**src/rtl/core/wpc_pkg.sv**
```systemverilog
// Shared package for the waveform pedestal and peak counter.
// Holds field widths, register indexes, reset values and the command,
// status and result types. Depends on nothing.
package wpc_pkg;

	// Default values for the top-level parameters.
	localparam int WAVEFORM_LENGTH_DEF      = 1024;
	localparam int MAX_PEDESTAL_SAMPLES_DEF = 256;
	localparam int SAMPLE_BITS_DEF          = 12;

	// Configuration register widths.
	localparam int PED_W   = 9;
	localparam int START_W = 10;
	localparam int END_W   = 11;
	localparam int SIGMA_W = 4;

	// Configuration register reset values.
	localparam logic [PED_W-1:0]   PED_RESET   = 9'd100;
	localparam logic [START_W-1:0] START_RESET = 10'd100;
	localparam logic [END_W-1:0]   END_RESET   = 11'd994;
	localparam logic [SIGMA_W-1:0] SIGMA_RESET = 4'd5;

	// Configuration write channel widths.
	localparam int CFG_IDX_W  = 3;
	localparam int CFG_DATA_W = 11;

	// Register indexes on the configuration channel.
	typedef enum logic [CFG_IDX_W-1:0] {
		CFG_PED_SAMPLES  = 3'd0,
		CFG_SEARCH_START = 3'd1,
		CFG_SEARCH_END   = 3'd2,
		CFG_THRESHOLD    = 3'd3
	} cfg_reg_t;

	// Result field widths.
	localparam int PEAK_TIME_W  = 10;
	localparam int PEAK_COUNT_W = 10;
	localparam int PSUM_W       = 20;
	localparam int PSQ_W        = 32;

	localparam logic [PEAK_COUNT_W-1:0] PEAK_SAT = '1;

	// Result kinds.
	localparam logic KIND_PEAK    = 1'b0;
	localparam logic KIND_SUMMARY = 1'b1;

	// Operand selection of the shared multiplier.
	typedef enum logic [3:0] {
		MUL_XX,   // sample squared
		MUL_NX,   // pedestal length times sample
		MUL_NSQ,  // pedestal length times square sum
		MUL_SS,   // sum squared
		MUL_NK,   // pedestal length times sigma multiple
		MUL_KKN,  // previous product times sigma multiple
		MUL_BND,  // spread times k*k*n
		MUL_DD,   // difference squared
		MUL_DDN   // squared difference times (n - 1)
	} mul_op_t;

	// Commands from the controller to the datapath.
	typedef struct packed {
		logic    take_in;
		logic    mul_en;
		mul_op_t mul_op;
		logic    ped_acc;
		logic    save_prod;
		logic    save_spread;
		logic    save_diff;
		logic    save_bound;
		logic    eval;
		logic    finish;
	} wpc_cmd_t;

	// Status from the datapath to the controller.
	typedef struct packed {
		logic is_ped;
		logic is_last_ped;
		logic is_search;
		logic peak_new;
		logic last;
	} wpc_stat_t;

	// One result beat.
	typedef struct packed {
		logic                    kind;
		logic [PEAK_TIME_W-1:0]  peak_time;
		logic [PEAK_COUNT_W-1:0] peak_count;
		logic [PSUM_W-1:0]       pedestal_sum;
		logic [PSQ_W-1:0]        pedestal_square_sum;
		logic                    last_of_run;
	} wpc_result_t;

endpackage

```
**src/rtl/core/wpc_if.sv**
```systemverilog
// Channel interfaces of the waveform pedestal and peak counter:
// sample input, result output and configuration write.
// Depends on wpc_pkg.
interface wpc_in_if #(
	parameter int SAMPLE_BITS = wpc_pkg::SAMPLE_BITS_DEF
);
	logic                   valid;
	logic                   ready;
	logic [SAMPLE_BITS-1:0] sample;
	logic                   end_of_waveform;

	modport source (output valid, sample, end_of_waveform, input ready);
	modport sink (input valid, sample, end_of_waveform, output ready);
endinterface

interface wpc_out_if;
	logic                             valid;
	logic                             ready;
	logic                             kind;
	logic [wpc_pkg::PEAK_TIME_W-1:0]  peak_time;
	logic [wpc_pkg::PEAK_COUNT_W-1:0] peak_count;
	logic [wpc_pkg::PSUM_W-1:0]       pedestal_sum;
	logic [wpc_pkg::PSQ_W-1:0]        pedestal_square_sum;
	logic                             last_of_run;

	modport source (output valid, kind, peak_time, peak_count, pedestal_sum,
		pedestal_square_sum, last_of_run, input ready);
	modport sink (input valid, kind, peak_time, peak_count, pedestal_sum,
		pedestal_square_sum, last_of_run, output ready);
endinterface

interface wpc_cfg_if;
	logic                           valid;
	logic                           ready;
	logic [wpc_pkg::CFG_IDX_W-1:0]  index;
	logic [wpc_pkg::CFG_DATA_W-1:0] data;

	modport source (output valid, index, data, input ready);
	modport sink (input valid, index, data, output ready);
endinterface

```
**src/rtl/core/wpc_ctrl.sv**
```systemverilog
// Controller of the waveform pedestal and peak counter: sequences the
// shared multiplier and the result beats for one sample at a time.
// Depends on wpc_pkg.
module wpc_ctrl (
	input  logic              clk,
	input  logic              arst_n,
	input  logic              in_valid,
	output logic              in_ready,
	output logic              out_valid,
	input  logic              out_ready,
	output wpc_pkg::wpc_cmd_t cmd,
	input  wpc_pkg::wpc_stat_t stat
);

	typedef enum logic [4:0] {
		ST_IDLE,
		ST_PED_SQ,
		ST_PED_ACC,
		ST_BND_NS,
		ST_BND_SS,
		ST_BND_KN,
		ST_BND_KKN,
		ST_BND_MUL,
		ST_BND_LD,
		ST_SR_NX,
		ST_SR_D,
		ST_SR_DD,
		ST_SR_DDN,
		ST_SR_CMP,
		ST_FIN,
		ST_PEAK_OUT,
		ST_SUM_OUT
	} state_t;

	state_t state_q;
	logic   in_ready_q;
	logic   out_valid_q;
	logic   accept;

	assign accept    = in_valid & in_ready_q;
	assign in_ready  = in_ready_q;
	assign out_valid = out_valid_q;

	// State register with the handshake outputs.
	always_ff @(posedge clk or negedge arst_n) begin
		if (!arst_n) begin
			state_q     <= ST_IDLE;
			in_ready_q  <= 1'b1;
			out_valid_q <= 1'b0;
		end else begin
			unique case (state_q)
				ST_IDLE: begin
					if (accept) begin
						in_ready_q <= 1'b0;
						if (stat.is_ped) begin
							state_q <= ST_PED_SQ;
						end else if (stat.is_search) begin
							state_q <= ST_SR_NX;
						end else begin
							state_q <= ST_FIN;
						end
					end
				end
				ST_PED_SQ:  state_q <= ST_PED_ACC;
				ST_PED_ACC: begin
					state_q <= stat.is_last_ped ? ST_BND_NS : ST_FIN;
				end
				ST_BND_NS:  state_q <= ST_BND_SS;
				ST_BND_SS:  state_q <= ST_BND_KN;
				ST_BND_KN:  state_q <= ST_BND_KKN;
				ST_BND_KKN: state_q <= ST_BND_MUL;
				ST_BND_MUL: state_q <= ST_BND_LD;
				ST_BND_LD:  state_q <= ST_FIN;
				ST_SR_NX:   state_q <= ST_SR_D;
				ST_SR_D:    state_q <= ST_SR_DD;
				ST_SR_DD:   state_q <= ST_SR_DDN;
				ST_SR_DDN:  state_q <= ST_SR_CMP;
				ST_SR_CMP: begin
					if (stat.peak_new) begin
						out_valid_q <= 1'b1;
						state_q     <= ST_PEAK_OUT;
					end else begin
						state_q <= ST_FIN;
					end
				end
				ST_FIN: begin
					if (stat.last) begin
						out_valid_q <= 1'b1;
						state_q     <= ST_SUM_OUT;
					end else begin
						in_ready_q <= 1'b1;
						state_q    <= ST_IDLE;
					end
				end
				ST_PEAK_OUT: begin
					if (out_ready) begin
						out_valid_q <= 1'b0;
						state_q     <= ST_FIN;
					end
				end
				ST_SUM_OUT: begin
					if (out_ready) begin
						out_valid_q <= 1'b0;
						in_ready_q  <= 1'b1;
						state_q     <= ST_IDLE;
					end
				end
				default: begin
					state_q <= ST_IDLE;
				end
			endcase
		end
	end

	// Command decode per state.
	always_comb begin
		cmd        = '0;
		cmd.mul_op = wpc_pkg::MUL_XX;
		unique case (state_q)
			ST_IDLE:    cmd.take_in = accept;
			ST_PED_SQ: begin
				cmd.mul_en = 1'b1;
				cmd.mul_op = wpc_pkg::MUL_XX;
			end
			ST_PED_ACC: cmd.ped_acc = 1'b1;
			ST_BND_NS: begin
				cmd.mul_en = 1'b1;
				cmd.mul_op = wpc_pkg::MUL_NSQ;
			end
			ST_BND_SS: begin
				cmd.save_prod = 1'b1;
				cmd.mul_en    = 1'b1;
				cmd.mul_op    = wpc_pkg::MUL_SS;
			end
			ST_BND_KN: begin
				cmd.save_spread = 1'b1;
				cmd.mul_en      = 1'b1;
				cmd.mul_op      = wpc_pkg::MUL_NK;
			end
			ST_BND_KKN: begin
				cmd.mul_en = 1'b1;
				cmd.mul_op = wpc_pkg::MUL_KKN;
			end
			ST_BND_MUL: begin
				cmd.mul_en = 1'b1;
				cmd.mul_op = wpc_pkg::MUL_BND;
			end
			ST_BND_LD:  cmd.save_bound = 1'b1;
			ST_SR_NX: begin
				cmd.mul_en = 1'b1;
				cmd.mul_op = wpc_pkg::MUL_NX;
			end
			ST_SR_D:    cmd.save_diff = 1'b1;
			ST_SR_DD: begin
				cmd.mul_en = 1'b1;
				cmd.mul_op = wpc_pkg::MUL_DD;
			end
			ST_SR_DDN: begin
				cmd.mul_en = 1'b1;
				cmd.mul_op = wpc_pkg::MUL_DDN;
			end
			ST_SR_CMP:  cmd.eval = 1'b1;
			ST_FIN:     cmd.finish = 1'b1;
			ST_PEAK_OUT, ST_SUM_OUT: begin
				cmd.mul_en = 1'b0;
			end
			default: begin
				cmd.mul_en = 1'b0;
			end
		endcase
	end

endmodule

```
**src/rtl/core/wpc_datapath.sv**
```systemverilog
// Datapath of the waveform pedestal and peak counter: configuration
// registers, pedestal accumulators, shared multiplier and result register.
// Depends on wpc_pkg and wpc_cfg_if.
module wpc_datapath #(
	parameter int WAVEFORM_LENGTH      = wpc_pkg::WAVEFORM_LENGTH_DEF,
	parameter int MAX_PEDESTAL_SAMPLES = wpc_pkg::MAX_PEDESTAL_SAMPLES_DEF,
	parameter int SAMPLE_BITS          = wpc_pkg::SAMPLE_BITS_DEF
) (
	input  logic                     clk,
	input  logic                     arst_n,
	wpc_cfg_if.sink                  cfg,
	input  logic [SAMPLE_BITS-1:0]   in_sample,
	input  logic                     in_end,
	input  wpc_pkg::wpc_cmd_t        cmd,
	output wpc_pkg::wpc_stat_t       stat,
	output wpc_pkg::wpc_result_t     result
);

	localparam int N_W    = $clog2(MAX_PEDESTAL_SAMPLES + 1);
	localparam int IDX_W  = $clog2(WAVEFORM_LENGTH + 1);
	localparam int SUM_W  = SAMPLE_BITS + $clog2(MAX_PEDESTAL_SAMPLES);
	localparam int SQ_W   = 2 * SAMPLE_BITS + $clog2(MAX_PEDESTAL_SAMPLES);
	localparam int SPR_W  = N_W + SQ_W;
	localparam int KKN_W  = 2 * wpc_pkg::SIGMA_W + N_W;
	localparam int MA_W   = SPR_W;
	localparam int MB_W   = (SUM_W > KKN_W) ? SUM_W : KKN_W;
	localparam int P_W    = MA_W + MB_W;
	localparam int BND_W  = SPR_W + KKN_W;
	localparam int NC_W   = (N_W > wpc_pkg::PED_W) ? N_W : wpc_pkg::PED_W;
	localparam int CW0    = (IDX_W > wpc_pkg::END_W) ? IDX_W : wpc_pkg::END_W;
	localparam int CW     = (CW0 > NC_W) ? CW0 : NC_W;

	// Configuration registers.
	logic [wpc_pkg::PED_W-1:0]   ped_q;
	logic [wpc_pkg::START_W-1:0] start_q;
	logic [wpc_pkg::END_W-1:0]   end_q;
	logic [wpc_pkg::SIGMA_W-1:0] sigma_q;

	// Waveform state.
	logic [IDX_W-1:0] idx_q;
	logic [SUM_W-1:0] sum_q;
	logic [SQ_W-1:0]  sq_q;
	logic [BND_W-1:0] bound_q;
	logic             in_peak_q;
	logic [wpc_pkg::PEAK_COUNT_W-1:0] peaks_q;

	// Per-sample working registers.
	logic [SAMPLE_BITS-1:0] x_q;
	logic                   last_q;
	logic [P_W-1:0]         prod_q;
	logic [SPR_W-1:0]       tmp_q;
	logic                   neg_q;
	wpc_pkg::wpc_result_t   res_q;

	logic [NC_W-1:0] n_ext;
	logic [N_W-1:0]  n_w;
	logic [CW-1:0]   idx_c;
	logic [CW-1:0]   n_c;
	logic            in_range;
	logic            below;
	logic            peak_new;
	logic [MA_W-1:0] a_op;
	logic [MB_W-1:0] b_op;
	logic [P_W-1:0]  prod_full;

	assign cfg.ready = 1'b1;

	// Register writes from the configuration channel.
	always_ff @(posedge clk or negedge arst_n) begin
		if (!arst_n) begin
			ped_q   <= wpc_pkg::PED_RESET;
			start_q <= wpc_pkg::START_RESET;
			end_q   <= wpc_pkg::END_RESET;
			sigma_q <= wpc_pkg::SIGMA_RESET;
		end else if (cfg.valid) begin
			unique case (cfg.index)
				wpc_pkg::CFG_PED_SAMPLES:  ped_q   <= cfg.data[wpc_pkg::PED_W-1:0];
				wpc_pkg::CFG_SEARCH_START: start_q <= cfg.data[wpc_pkg::START_W-1:0];
				wpc_pkg::CFG_SEARCH_END:   end_q   <= cfg.data[wpc_pkg::END_W-1:0];
				wpc_pkg::CFG_THRESHOLD:    sigma_q <= cfg.data[wpc_pkg::SIGMA_W-1:0];
				default: begin
					ped_q <= ped_q;
				end
			endcase
		end
	end

	// Pedestal length clamped to its legal range.
	always_comb begin
		n_ext = NC_W'(ped_q);
		if (n_ext < NC_W'(2)) begin
			n_ext = NC_W'(2);
		end else if (n_ext > NC_W'(MAX_PEDESTAL_SAMPLES)) begin
			n_ext = NC_W'(MAX_PEDESTAL_SAMPLES);
		end
	end
	assign n_w = N_W'(n_ext);

	// Classification of the current sample index.
	assign idx_c    = CW'(idx_q);
	assign n_c      = CW'(n_w);
	assign in_range = idx_c < CW'(WAVEFORM_LENGTH);

	assign stat.is_ped      = in_range && (idx_c < n_c);
	assign stat.is_last_ped = idx_c == (n_c - CW'(1));
	assign stat.is_search   = in_range && !(idx_c < n_c) && (idx_c >= CW'(start_q))
		&& (idx_c < CW'(end_q));
	assign stat.peak_new    = peak_new;
	assign stat.last        = last_q;

	// Threshold test on the finished product d*d*(n-1).
	assign below    = !neg_q && (prod_q >= P_W'(bound_q));
	assign peak_new = !in_peak_q && below;

	// Operand selection of the shared multiplier.
	always_comb begin
		a_op = '0;
		b_op = '0;
		case (cmd.mul_op)
			wpc_pkg::MUL_XX: begin
				a_op = MA_W'(x_q);
				b_op = MB_W'(x_q);
			end
			wpc_pkg::MUL_NX: begin
				a_op = MA_W'(n_w);
				b_op = MB_W'(x_q);
			end
			wpc_pkg::MUL_NSQ: begin
				a_op = MA_W'(sq_q);
				b_op = MB_W'(n_w);
			end
			wpc_pkg::MUL_SS: begin
				a_op = MA_W'(sum_q);
				b_op = MB_W'(sum_q);
			end
			wpc_pkg::MUL_NK: begin
				a_op = MA_W'(n_w);
				b_op = MB_W'(sigma_q);
			end
			wpc_pkg::MUL_KKN: begin
				a_op = MA_W'(prod_q[KKN_W-1:0]);
				b_op = MB_W'(sigma_q);
			end
			wpc_pkg::MUL_BND: begin
				a_op = tmp_q;
				b_op = MB_W'(prod_q[KKN_W-1:0]);
			end
			wpc_pkg::MUL_DD: begin
				a_op = tmp_q;
				b_op = MB_W'(tmp_q[SUM_W-1:0]);
			end
			wpc_pkg::MUL_DDN: begin
				a_op = MA_W'(prod_q[2*SUM_W-1:0]);
				b_op = MB_W'(n_w - N_W'(1));
			end
			default: begin
				a_op = '0;
				b_op = '0;
			end
		endcase
	end
	assign prod_full = P_W'(a_op) * P_W'(b_op);

	// Working registers: sample latch, product, difference and result.
	always_ff @(posedge clk) begin
		if (cmd.take_in) begin
			x_q    <= in_sample;
			last_q <= in_end;
		end
		if (cmd.mul_en) begin
			prod_q <= prod_full;
		end
		if (cmd.save_prod) begin
			tmp_q <= SPR_W'(prod_q);
		end
		if (cmd.save_spread) begin
			tmp_q <= tmp_q - SPR_W'(prod_q);
		end
		if (cmd.save_diff) begin
			neg_q <= P_W'(sum_q) < prod_q;
			tmp_q <= SPR_W'(sum_q - SUM_W'(prod_q));
		end
		if (cmd.eval && peak_new) begin
			res_q.kind                <= wpc_pkg::KIND_PEAK;
			res_q.peak_time           <= wpc_pkg::PEAK_TIME_W'(idx_q);
			res_q.peak_count          <= '0;
			res_q.pedestal_sum        <= '0;
			res_q.pedestal_square_sum <= '0;
			res_q.last_of_run         <= !last_q;
		end
		if (cmd.finish && last_q) begin
			res_q.kind                <= wpc_pkg::KIND_SUMMARY;
			res_q.peak_time           <= '0;
			res_q.peak_count          <= peaks_q;
			res_q.pedestal_sum        <= wpc_pkg::PSUM_W'(sum_q);
			res_q.pedestal_square_sum <= wpc_pkg::PSQ_W'(sq_q);
			res_q.last_of_run         <= 1'b1;
		end
	end
	assign result = res_q;

	// Waveform state: index, accumulators, bound and peak tracking.
	always_ff @(posedge clk or negedge arst_n) begin
		if (!arst_n) begin
			idx_q     <= '0;
			sum_q     <= '0;
			sq_q      <= '0;
			bound_q   <= '0;
			in_peak_q <= 1'b0;
			peaks_q   <= '0;
		end else begin
			if (cmd.ped_acc) begin
				sum_q <= sum_q + SUM_W'(x_q);
				sq_q  <= sq_q + SQ_W'(prod_q);
			end
			if (cmd.save_bound) begin
				bound_q <= BND_W'(prod_q);
			end
			if (cmd.eval) begin
				if (in_peak_q) begin
					if (!below) begin
						in_peak_q <= 1'b0;
					end
				end else if (below) begin
					in_peak_q <= 1'b1;
					if (peaks_q != wpc_pkg::PEAK_SAT) begin
						peaks_q <= peaks_q + wpc_pkg::PEAK_COUNT_W'(1);
					end
				end
			end
			if (cmd.finish) begin
				if (last_q) begin
					idx_q     <= '0;
					sum_q     <= '0;
					sq_q      <= '0;
					bound_q   <= '0;
					in_peak_q <= 1'b0;
					peaks_q   <= '0;
				end else if (in_range) begin
					idx_q <= idx_q + IDX_W'(1);
				end
			end
		end
	end

endmodule

```
**src/rtl/core/waveform_pedestal_peak_counter_unit.sv**
```systemverilog
// Top level of the waveform pedestal and peak counter.
// Joins the controller and the datapath to the three channels.
// Depends on wpc_pkg, wpc_if, wpc_ctrl and wpc_datapath.
//
//   channel   direction  beat contents
//   samples   in         sample, end_of_waveform
//   results   out        kind, peak_time, peak_count, pedestal_sum,
//                        pedestal_square_sum, last_of_run
//   cfg       in         index, data (register write)
//
// One sample is handled at a time, all products going through a single
// shared multiplier. A sample outside the pedestal and the search window
// goes straight to the finish step; a pedestal sample is squared and
// accumulated (the last pedestal sample also forms the variance bound) and
// a window sample is tested against the bound. A result beat waits for results.ready.
// Reset clears the waveform state and loads the register defaults; no
// sample is taken while a result beat waits. Configuration beats are taken
// in every cycle.
module waveform_pedestal_peak_counter_unit #(
	parameter int WAVEFORM_LENGTH      = wpc_pkg::WAVEFORM_LENGTH_DEF,
	parameter int MAX_PEDESTAL_SAMPLES = wpc_pkg::MAX_PEDESTAL_SAMPLES_DEF,
	parameter int SAMPLE_BITS          = wpc_pkg::SAMPLE_BITS_DEF
) (
	input  logic       clk,
	input  logic       arst_n,
	wpc_in_if.sink     samples,
	wpc_out_if.source  results,
	wpc_cfg_if.sink    cfg
);

	wpc_pkg::wpc_cmd_t    cmd;
	wpc_pkg::wpc_stat_t   stat;
	wpc_pkg::wpc_result_t result;

	// Sequencer for one sample and its result beats.
	wpc_ctrl u_ctrl (
		.clk       (clk),
		.arst_n    (arst_n),
		.in_valid  (samples.valid),
		.in_ready  (samples.ready),
		.out_valid (results.valid),
		.out_ready (results.ready),
		.cmd       (cmd),
		.stat      (stat)
	);

	// Arithmetic, state and result register.
	wpc_datapath #(
		.WAVEFORM_LENGTH      (WAVEFORM_LENGTH),
		.MAX_PEDESTAL_SAMPLES (MAX_PEDESTAL_SAMPLES),
		.SAMPLE_BITS          (SAMPLE_BITS)
	) u_datapath (
		.clk       (clk),
		.arst_n    (arst_n),
		.cfg       (cfg),
		.in_sample (samples.sample),
		.in_end    (samples.end_of_waveform),
		.cmd       (cmd),
		.stat      (stat),
		.result    (result)
	);

	// Result beat payload.
	assign results.kind                = result.kind;
	assign results.peak_time           = result.peak_time;
	assign results.peak_count          = result.peak_count;
	assign results.pedestal_sum        = result.pedestal_sum;
	assign results.pedestal_square_sum = result.pedestal_square_sum;
	assign results.last_of_run         = result.last_of_run;

endmodule
```
**src/flat_wrapper.sv**
```systemverilog
// flat-port wrapper written by rule: the top's interface ports become plain ports
module waveform_pedestal_peak_counter_unit_flat 
#(
	parameter int WAVEFORM_LENGTH      = wpc_pkg::WAVEFORM_LENGTH_DEF,
	parameter int MAX_PEDESTAL_SAMPLES = wpc_pkg::MAX_PEDESTAL_SAMPLES_DEF,
	parameter int SAMPLE_BITS          = wpc_pkg::SAMPLE_BITS_DEF
)
  (clk, arst_n, samples_valid, samples_sample, samples_end_of_waveform, samples_ready, results_valid, results_kind, results_peak_time, results_peak_count, results_pedestal_sum, results_pedestal_square_sum, results_last_of_run, results_ready, cfg_valid, cfg_index, cfg_data, cfg_ready);
  wpc_in_if #(.SAMPLE_BITS(SAMPLE_BITS)) samples_i ();
  wpc_out_if results_i ();
  wpc_cfg_if cfg_i ();
  input  logic clk;
  input  logic arst_n;
  input wire logic [$bits(samples_i.valid)-1:0] samples_valid;
  input wire logic [$bits(samples_i.sample)-1:0] samples_sample;
  input wire logic [$bits(samples_i.end_of_waveform)-1:0] samples_end_of_waveform;
  output wire logic [$bits(samples_i.ready)-1:0] samples_ready;
  output wire logic [$bits(results_i.valid)-1:0] results_valid;
  output wire logic [$bits(results_i.kind)-1:0] results_kind;
  output wire logic [$bits(results_i.peak_time)-1:0] results_peak_time;
  output wire logic [$bits(results_i.peak_count)-1:0] results_peak_count;
  output wire logic [$bits(results_i.pedestal_sum)-1:0] results_pedestal_sum;
  output wire logic [$bits(results_i.pedestal_square_sum)-1:0] results_pedestal_square_sum;
  output wire logic [$bits(results_i.last_of_run)-1:0] results_last_of_run;
  input wire logic [$bits(results_i.ready)-1:0] results_ready;
  input wire logic [$bits(cfg_i.valid)-1:0] cfg_valid;
  input wire logic [$bits(cfg_i.index)-1:0] cfg_index;
  input wire logic [$bits(cfg_i.data)-1:0] cfg_data;
  output wire logic [$bits(cfg_i.ready)-1:0] cfg_ready;
  assign samples_i.valid = samples_valid;
  assign samples_i.sample = samples_sample;
  assign samples_i.end_of_waveform = samples_end_of_waveform;
  assign samples_ready = samples_i.ready;
  assign results_valid = results_i.valid;
  assign results_kind = results_i.kind;
  assign results_peak_time = results_i.peak_time;
  assign results_peak_count = results_i.peak_count;
  assign results_pedestal_sum = results_i.pedestal_sum;
  assign results_pedestal_square_sum = results_i.pedestal_square_sum;
  assign results_last_of_run = results_i.last_of_run;
  assign results_i.ready = results_ready;
  assign cfg_i.valid = cfg_valid;
  assign cfg_i.index = cfg_index;
  assign cfg_i.data = cfg_data;
  assign cfg_ready = cfg_i.ready;
  waveform_pedestal_peak_counter_unit #(.WAVEFORM_LENGTH(WAVEFORM_LENGTH), .MAX_PEDESTAL_SAMPLES(MAX_PEDESTAL_SAMPLES), .SAMPLE_BITS(SAMPLE_BITS)) u_core (.clk(clk), .arst_n(arst_n), .samples(samples_i), .results(results_i), .cfg(cfg_i));
endmodule
```
**config.mk**
```make
export PLATFORM = sky130hd
export DESIGN_NAME = waveform_pedestal_peak_counter_unit_flat
export DESIGN_NICKNAME = d
export VERILOG_FILES = /design/src/rtl/core/wpc_pkg.sv /design/src/rtl/core/wpc_if.sv /design/src/rtl/core/wpc_ctrl.sv /design/src/rtl/core/wpc_datapath.sv /design/src/rtl/core/waveform_pedestal_peak_counter_unit.sv /design/src/flat_wrapper.sv
export SDC_FILE = /design/constraint.sdc
export NUM_CORES = 2
export LEC_CHECK = 0
export ABC_AREA = 1
export ABC_CLOCK_PERIOD_IN_PS = 22600
export BUFFER_PORTS_ARGS = -buffer_cell sky130_fd_sc_hd__buf_2
export CAP_MARGIN = 20
export CORE_AREA = 10 10 302 304
export DETAILED_ROUTE_END_ITERATION = 12
export DIE_AREA = 0 0 312 314
export PLACE_DENSITY = 0.79
export SLEW_MARGIN = 30
export SYNTH_ARGS = -nofsm -noshare
export SYNTH_HDL_FRONTEND = slang
export SYNTH_SLANG_ARGS = --single-unit
```
**constraint.sdc**
```tcl
create_clock -name clk -period 22.6 [get_ports clk]
set_input_delay 4.52 -clock clk [delete_from_list [all_inputs] [get_ports clk]]
set_output_delay 4.52 -clock clk [all_outputs]
set_load 0.005 [all_outputs]
```
-- Yosys cells after proc, flatten, opt, wreduce, memory -nomap -nowiden
Index checks and enable logic that the tools add are counted.
- multipliers: 1
- magnitude comparators: 8
- equal/unequal tests: 36
- reduce and logical (&&, ||, !) cells: 34
- add/sub/neg operators: 8
- mux-type cells: 57
- bitwise operators: 1
- operator list (operator ; count):
    41-bit case mux with 7 select lines ; 1
    58-bit 2-to-1 mux ; 3
    20-bit case mux with 7 select lines ; 1
    63-bit 2-to-1 mux ; 2
    41-bit 2-to-1 mux ; 3
    32-bit 2-to-1 mux ; 3
    5-bit case mux with 17 select lines ; 1
    61-bit by 58-bit >= comparator with 1-bit output ; 1
    20-bit by 61-bit < comparator with 1-bit output ; 1
    41-bit by 20-bit multiplier with 61-bit output ; 1
    10-bit 2-to-1 mux ; 6
    20-bit 2-to-1 mux ; 3
    41-bit subtractor ; 1
    5-bit by 4-bit == test with 1-bit output, second input constant ; 8
    32-bit adder ; 1
    4-bit case mux with 8 select lines ; 1
    11-bit 2-to-1 mux ; 2
    20-bit by 20-bit subtractor with 21-bit output ; 1
    20-bit by 12-bit adder with 20-bit output ; 1
    5-bit by 3-bit == test with 1-bit output, second input constant ; 4
    1-bit 2-to-1 mux ; 20
    5-bit 2-to-1 mux ; 4
    9-bit by 1-bit subtractor with 10-bit output, second input constant ; 2
    9-bit 2-to-1 mux ; 2
    other kinds (37) ; 72
- input bits: 32
- output and inout port bits: 77
- register bits: 363
- word-level logic and storage cells: 169

-- Longest topological paths before layout
- word-level depth: 12
- depth in mapped cells: 44
- gate-level depth less buffers: 42

-- Hierarchy
From an unflattened synthesis, not the netlist that was laid out.
- cell total of the unflattened synthesis: 6514
- area, all modules: 50686.1 um^2
- by module, submodules not included (module ; cells each ; seq. area each (um^2) ; instances ; area an instance (um^2)):
    wpc_datapath ; 6376 ; 9756.9 ; 1 ; 49931.6
    wpc_ctrl ; 138 ; 176.4 ; 1 ; 754.5

-- Worst setup path before layout
Ideal clock, no wire load.
- path kind: reg-to-reg
- start: register u_core.u_datapath.ped_q[3] (netlist bit)
- end: register u_core.u_datapath.prod_q[50], data pin
- library setup time: 0.262 ns
- path slack: 14.941 ns
- data arrival time: 7.397 ns
- clock period less this slack: 7.659 ns
- path buffers: 1
- stages on the path, launching flop included: 36
- required time: 22.338 ns
- path through: dfrtp_1 nor2_1 nand4_1 nand2_1 inv_1 nor3_1 inv_1 ha_1 nand2_1 xor2_1 a21oi_1 o2111ai_1 buf_2 nand2_1 fa_1 inv_1 fa_1 inv_1 fa_1 inv_1 fa_1 fa_1 fa_1 inv_1 fa_1 inv_1 ha_1 nand2_1 nor2_1 inv_1 nor4_1 nand3_1 nand3_1 a21o_1 a21oi_1 xor2_1
- longest elaborated chain between the ends: 6
- elaborated cells between the ends (all ways): 8
- classes of those cells: add/sub: 1; mul: 1; order compare: 2; mux: 4
- ends and longest elaborated chain (item ; line ; source):
    from (decl) ; wpc_datapath.sv:34 ; logic [wpc_pkg::PED_W-1:0] ped_q;
    from (signal assigned) ; wpc_datapath.sv:71 ; ped_q <= wpc_pkg::PED_RESET;
    from (signal assigned) ; wpc_datapath.sv:77 ; wpc_pkg::CFG_PED_SAMPLES: ped_q <= cfg.data[wpc_pkg::PED_W-1:0];
    from (signal assigned) ; wpc_datapath.sv:82 ; ped_q <= ped_q;
    9-bit > comparator ; wpc_datapath.sv:93 ; end else if (n_ext > NC_W'(MAX_PEDESTAL_SAMPLES)) begin
    9-bit 2-to-1 mux ; wpc_datapath.sv:93 ;
    9-bit 2-to-1 mux (*) ; wpc_datapath.sv:91 ; if (n_ext < NC_W'(2)) begin
    9-bit by 1-bit subtractor with 10-bit output ; wpc_datapath.sv:154 ; b_op = MB_W'(n_w - N_W'(1));
    20-bit case mux with 7 select lines ; wpc_datapath.sv:119 ; case (cmd.mul_op)
    41-bit by 20-bit multiplier with 61-bit output (*) ; wpc_datapath.sv:162 ; assign prod_full = P_W'(a_op) * P_W'(b_op);
    named net u_core.u_datapath.prod_full[50] ; wpc_datapath.sv:64 ; logic [P_W-1:0] prod_full;
    to (signal assigned) ; wpc_datapath.sv:171 ; prod_q <= prod_full;
    to (decl) ; wpc_datapath.sv:50 ; logic [P_W-1:0] prod_q;
Mark *: on every way through the listed nets, which the timed path passes. The rest lies on a longest branch.
A chain may end at the register's enable or synchronous reset.

-- Worst setup path in the final report
- start: register u_core.u_ctrl.state_q[1]
- end: register u_core.u_datapath.prod_q[42], data pin
- longest elaborated chain between the ends: 6
- elaborated cells between the ends (all ways): 25
- classes of those cells: mul: 1; eq/ne: 16; mux: 3; reduce/logical: 5
- ends and longest elaborated chain (item ; line ; source):
    from (decl) ; wpc_ctrl.sv:35 ; state_t state_q;
    from (signal assigned) ; wpc_ctrl.sv:66 ; state_q <= stat.is_last_ped ? ST_BND_NS : ST_FIN;
    5-bit by 4-bit == test with 1-bit output, or another cell as far along ; wpc_ctrl.sv:119 ; unique case (state_q)
    4-bit case mux with 8 select lines (*) ; wpc_ctrl.sv:119 ;
    4-bit by 3-bit == test with 1-bit output, or another cell as far along ; wpc_datapath.sv:119 ;
    2-bit OR reduction (no source line) ; n/a ;
    41-bit case mux with 7 select lines / 20-bit case mux with 7 select lines (equally long branches) ; wpc_datapath.sv:119 ;
    41-bit by 20-bit multiplier with 61-bit output (*) ; wpc_datapath.sv:162 ;
    named net u_core.u_datapath.prod_full[42] ; wpc_datapath.sv:64 ;
Marked as above.

==> summary.md <==
| Metric | Value |
|---|---|
| Worst reg2reg path depth | 34 |
| Area of the multi-input gates | 34,300 µm² |
| Worst Max-Slew Pin Slew | 1060 ps |
| Worst-path clk slew | 70 ps |
| DR vias | 44.4k |
| Final hold vios | 0 |
| Cells after Synth | 6,422 |
| Drt drc | 0 |
| R2R Path End | u_core.u_datapath.prod_q[42] |
| Hold Crit Endpoint | u_core.u_datapath.result[73] |
| Setup tns final | 0 ps |
| Final GP Congestion | 1.06 |
| Die X | 312 µm |
| Routed WL | 166,000 µm |
| Vias in the first global route | 46.2k |
| Final setup fails | 0 |
| Clock Root Buffer | clkbuf_16 |
| CORE AREA | 84,900 µm² |
| H-tree lvl count | 2 |
| Crit path largest cell delay | 860 ps |
| Num CTS Buffers | 40 |
| Async S/R FF share, synth | 47.7% |
| # rows | 107 |
| DR vias/cell | 5.84 |
| Most frequent CP cell | fa_1 |
| Fin crit share | 46.1% |
| Full die area | 98,000 µm² |
| R2r startpoint | u_core.u_ctrl.state_q[1] |
| Min cycle time layout | 10,420 ps |
| Max Fclk | 96.0 MHz |
| Worst EP arrival | 10,740 ps |
| Hold Path Class | reg -> reg |
| Detailed Routing Iterations Pass 1 | 9 |
| All-Layer GR Usage | 33.9% |
| Worst Path Required | 22,920 ps |
| Initial core utilization | 59.8% |
| DP Wirelength | 132,000 µm |
| Yosys warns | 0 |
| R2R Setup Slk | 12,180 ps |
| Synth Net Count | 7,520 |
| Max-Slew Margin vs Limit | 28.7% |
| Worst Setup Start Kind | flop |
| Crit end category | flop |
| Clk Latency, worst-skew pair | 600 ps |
| Antenna violations before repair | 1 |
| CP Class | reg -> reg |
| RSZ-0062 raised after global routing | no |
| Clk sinks | 363 |
| Die Y | 314 µm |
| Avg Inst Size Synth | 7.90 µm² |
| Worst Skew | 34.5 ps |
| Worst-path fanout max | 37 |
| Layout area overhead | 5.91% |
| Synth Flop Type | edfxtp_1 |
| Clock buffer depth | 3 |
| Ant. Diodes | 0 |
| Synth Register Bits | 363 |
| Worst Hold Launch | u_core.u_datapath.result[73] |
| Post-synth EDFFs | 178 |
| Post-CTS Setup Bufs | 0 |
| First-pass GRT wire length | 259,000 µm |
| First DRT Iteration DRCs | 4,345 |
| Share of layout cells above drive strength 1 | 5.93% |
| Synth unique cells | 75 |
| Net count, final | 7,530 |
| Max Cap Viol | 0 |
| Reg area | 9930 µm² |
| Outcome | finished clean |
| Post-Synthesis Cell Area | 50,700 µm² |
| Most frequent cells in the layout | inv_1, nand2_1, fa_1, nor2_1, a21oi_1 |
| I/O pins | 109 |
| Post-CTS Hold Buffers | 0 |
| Slew Limit Fails | 0 |
| # fillers | 7,528 |
| Post-route ant nets | 0 |
| CTS tree | built |
| Commonest non-fill, non-tap cell in the layout | inv_1 |
| Largest net degree at the start of global routing | 117 |
| Routed len/inst | 21.8 µm |
| Total gr overflow | 0 |
| Post-synthesis sequential area ratio | 19.6% |
| Critical Path Start | u_core.u_ctrl.state_q[1] |
| I/O Buffers | 107 |
| Slowest CP cell | inv_2 |
| WHS Path Cells | 2 |
| PostCTS Resize Cnt | 0 |
[layer usage]
metal | GRT usage [%] | part of all wire (%) | vias to the layer above
met3 | 6.69 | 9.9 | 630
li1 | - | - | 19800
met2 | 55.7 | 46 | 2404
met5 | 0 | 0 | -
met4 | 20.8 | 7.4 | 0
met1 | 41.0 | 37 | 21500
[cell families after synthesis]
group	after synthesis	synth area share, %
buf+inv	1725	13.1
mux	2	0.0419
fa+ha+maj	1066	36.7
flops	363	19.6
simple gates	2180	17.6
compound gates	981	11.1
xor+xnor	104	1.80
other cells	1	0.00739
[cell type report]
| type | count | share of cell area (%) |
|---|---|---|
| clock buffers | 48 | 1.96 |
| multi-input cells | 4334 | 63.8 |
| flip-flops and latches | 363 | 18.5 |
| clock inverters | 26 | 0.524 |
| repair buffers | 172 | 1.92 |
| well taps | 1144 | 2.66 |
| inverters | 1521 | 10.7 |
[through the flow]
step / instance area [µm²] / utilization (%) / setup WS, ps / std cells / hold slack [ps]
6_report: 53700 / 63.3 / 12180 / 7608 / 451
5_1_grt: 53700 / 63.3 / 11720 / 7608 / 491
4_1_cts: 53700 / 63.3 / 12340 / 7608 / 454
3_5_place_dp: 52400 / 61.7 / 12380 / 7534 / 440
3_3_place_gp: 52400 / 61.7 / 12530 / 7534 / 426
2_1_floorplan: 50700 / - / 14940 / 6422 / 443
[synthesized netlist by cell type, types with 4 or more instances]
| cell type | count | area, µm² |
|---|---|---|
| inv_1 | 1487 | 5580 |
| nand2_1 | 1218 | 4570 |
| fa_1 | 702 | 14100 |
| nor2_1 | 624 | 2340 |
| a21oi_1 | 378 | 1890 |
| ha_1 | 364 | 4550 |
| o21ai_0 | 348 | 1740 |
| edfxtp_1 | 178 | 5350 |
| dfrtp_1 | 158 | 3950 |
| nand3_1 | 152 | 761 |
| clkbuf_1 | 114 | 428 |
| xor2_1 | 75 | 657 |
| buf_2 | 67 | 335 |
| nand4_1 | 48 | 300 |
| nor3_1 | 47 | 235 |
| o211ai_1 | 42 | 315 |
| a31oi_1 | 39 | 244 |
| nor4_1 | 29 | 181 |
| xnor2_1 | 29 | 254 |
| a21o_1 | 25 | 188 |
| inv_2 | 25 | 93.8 |
| o22ai_1 | 21 | 131 |
| o21bai_1 | 20 | 150 |
| dfstp_2 | 15 | 394 |
| or2_2 | 15 | 93.8 |
| a221oi_1 | 14 | 123 |
| o21a_1 | 14 | 105 |
| o221ai_1 | 13 | 114 |
| dfxtp_1 | 12 | 240 |
| nor3_2 | 12 | 120 |
| a21boi_0 | 10 | 75.1 |
| nor2_2 | 10 | 62.6 |
| a211oi_1 | 9 | 67.6 |
| buf_4 | 9 | 67.6 |
| buf_6 | 9 | 101 |
| nand2_2 | 7 | 43.8 |
| o2111ai_1 | 6 | 52.6 |
| o21ai_2 | 6 | 52.6 |
| clkinv_1 | 5 | 18.8 |
| a221oi_2 | 4 | 60.1 |
| buf_1 | 4 | 15.0 |
[worst max-delay path, delay by kind of cell, from the launching register on]
family	cells	cell delay, ps
fa+ha+maj	8	3870
buf+inv	9	1860
simple gates	9	2030
xor+xnor	1	100
compound gates	7	1770
flops	1	460
[registers in the layout (all words and copies together), names as in the netlist]
register	cells
u_core.u_datapath.bound_q	58
u_core.u_datapath.sigma_q	4
u_core.u_ctrl.state_q	5
u_core.u_datapath.in_peak_q	1
u_core.u_datapath.end_q	11
u_core.u_datapath.last_q	1
u_core.u_datapath.start_q	10
u_core.u_datapath.sum_q	20
u_core.u_datapath.tmp_q	41
u_core.u_ctrl.out_valid	1
u_core.u_datapath.ped_q	9
u_core.u_datapath.idx_c	11
u_core.u_datapath.neg_q	1
u_core.u_ctrl.in_ready	1
u_core.u_datapath.sq_q	32
u_core.u_datapath.result	74
u_core.u_datapath.prod_q	61
u_core.u_datapath.peaks_q	10
u_core.u_datapath.x_q	12
[worst max path at each step]
stage | endpoint | slack (ps)
3_5_place_dp | u_core.u_datapath.prod_q[53] | 12380
3_3_place_gp | u_core.u_datapath.prod_q[42] | 12530
6_report | u_core.u_datapath.prod_q[42] | 12180
5_1_grt | u_core.u_datapath.prod_q[53] | 11720
2_1_floorplan | u_core.u_datapath.prod_q[50] | 14940
4_1_cts | u_core.u_datapath.prod_q[53] | 12340
Power is left out: the tool's default activity adds up to more than one toggle a clock period on the data nets, which glitch-free logic cannot reach.
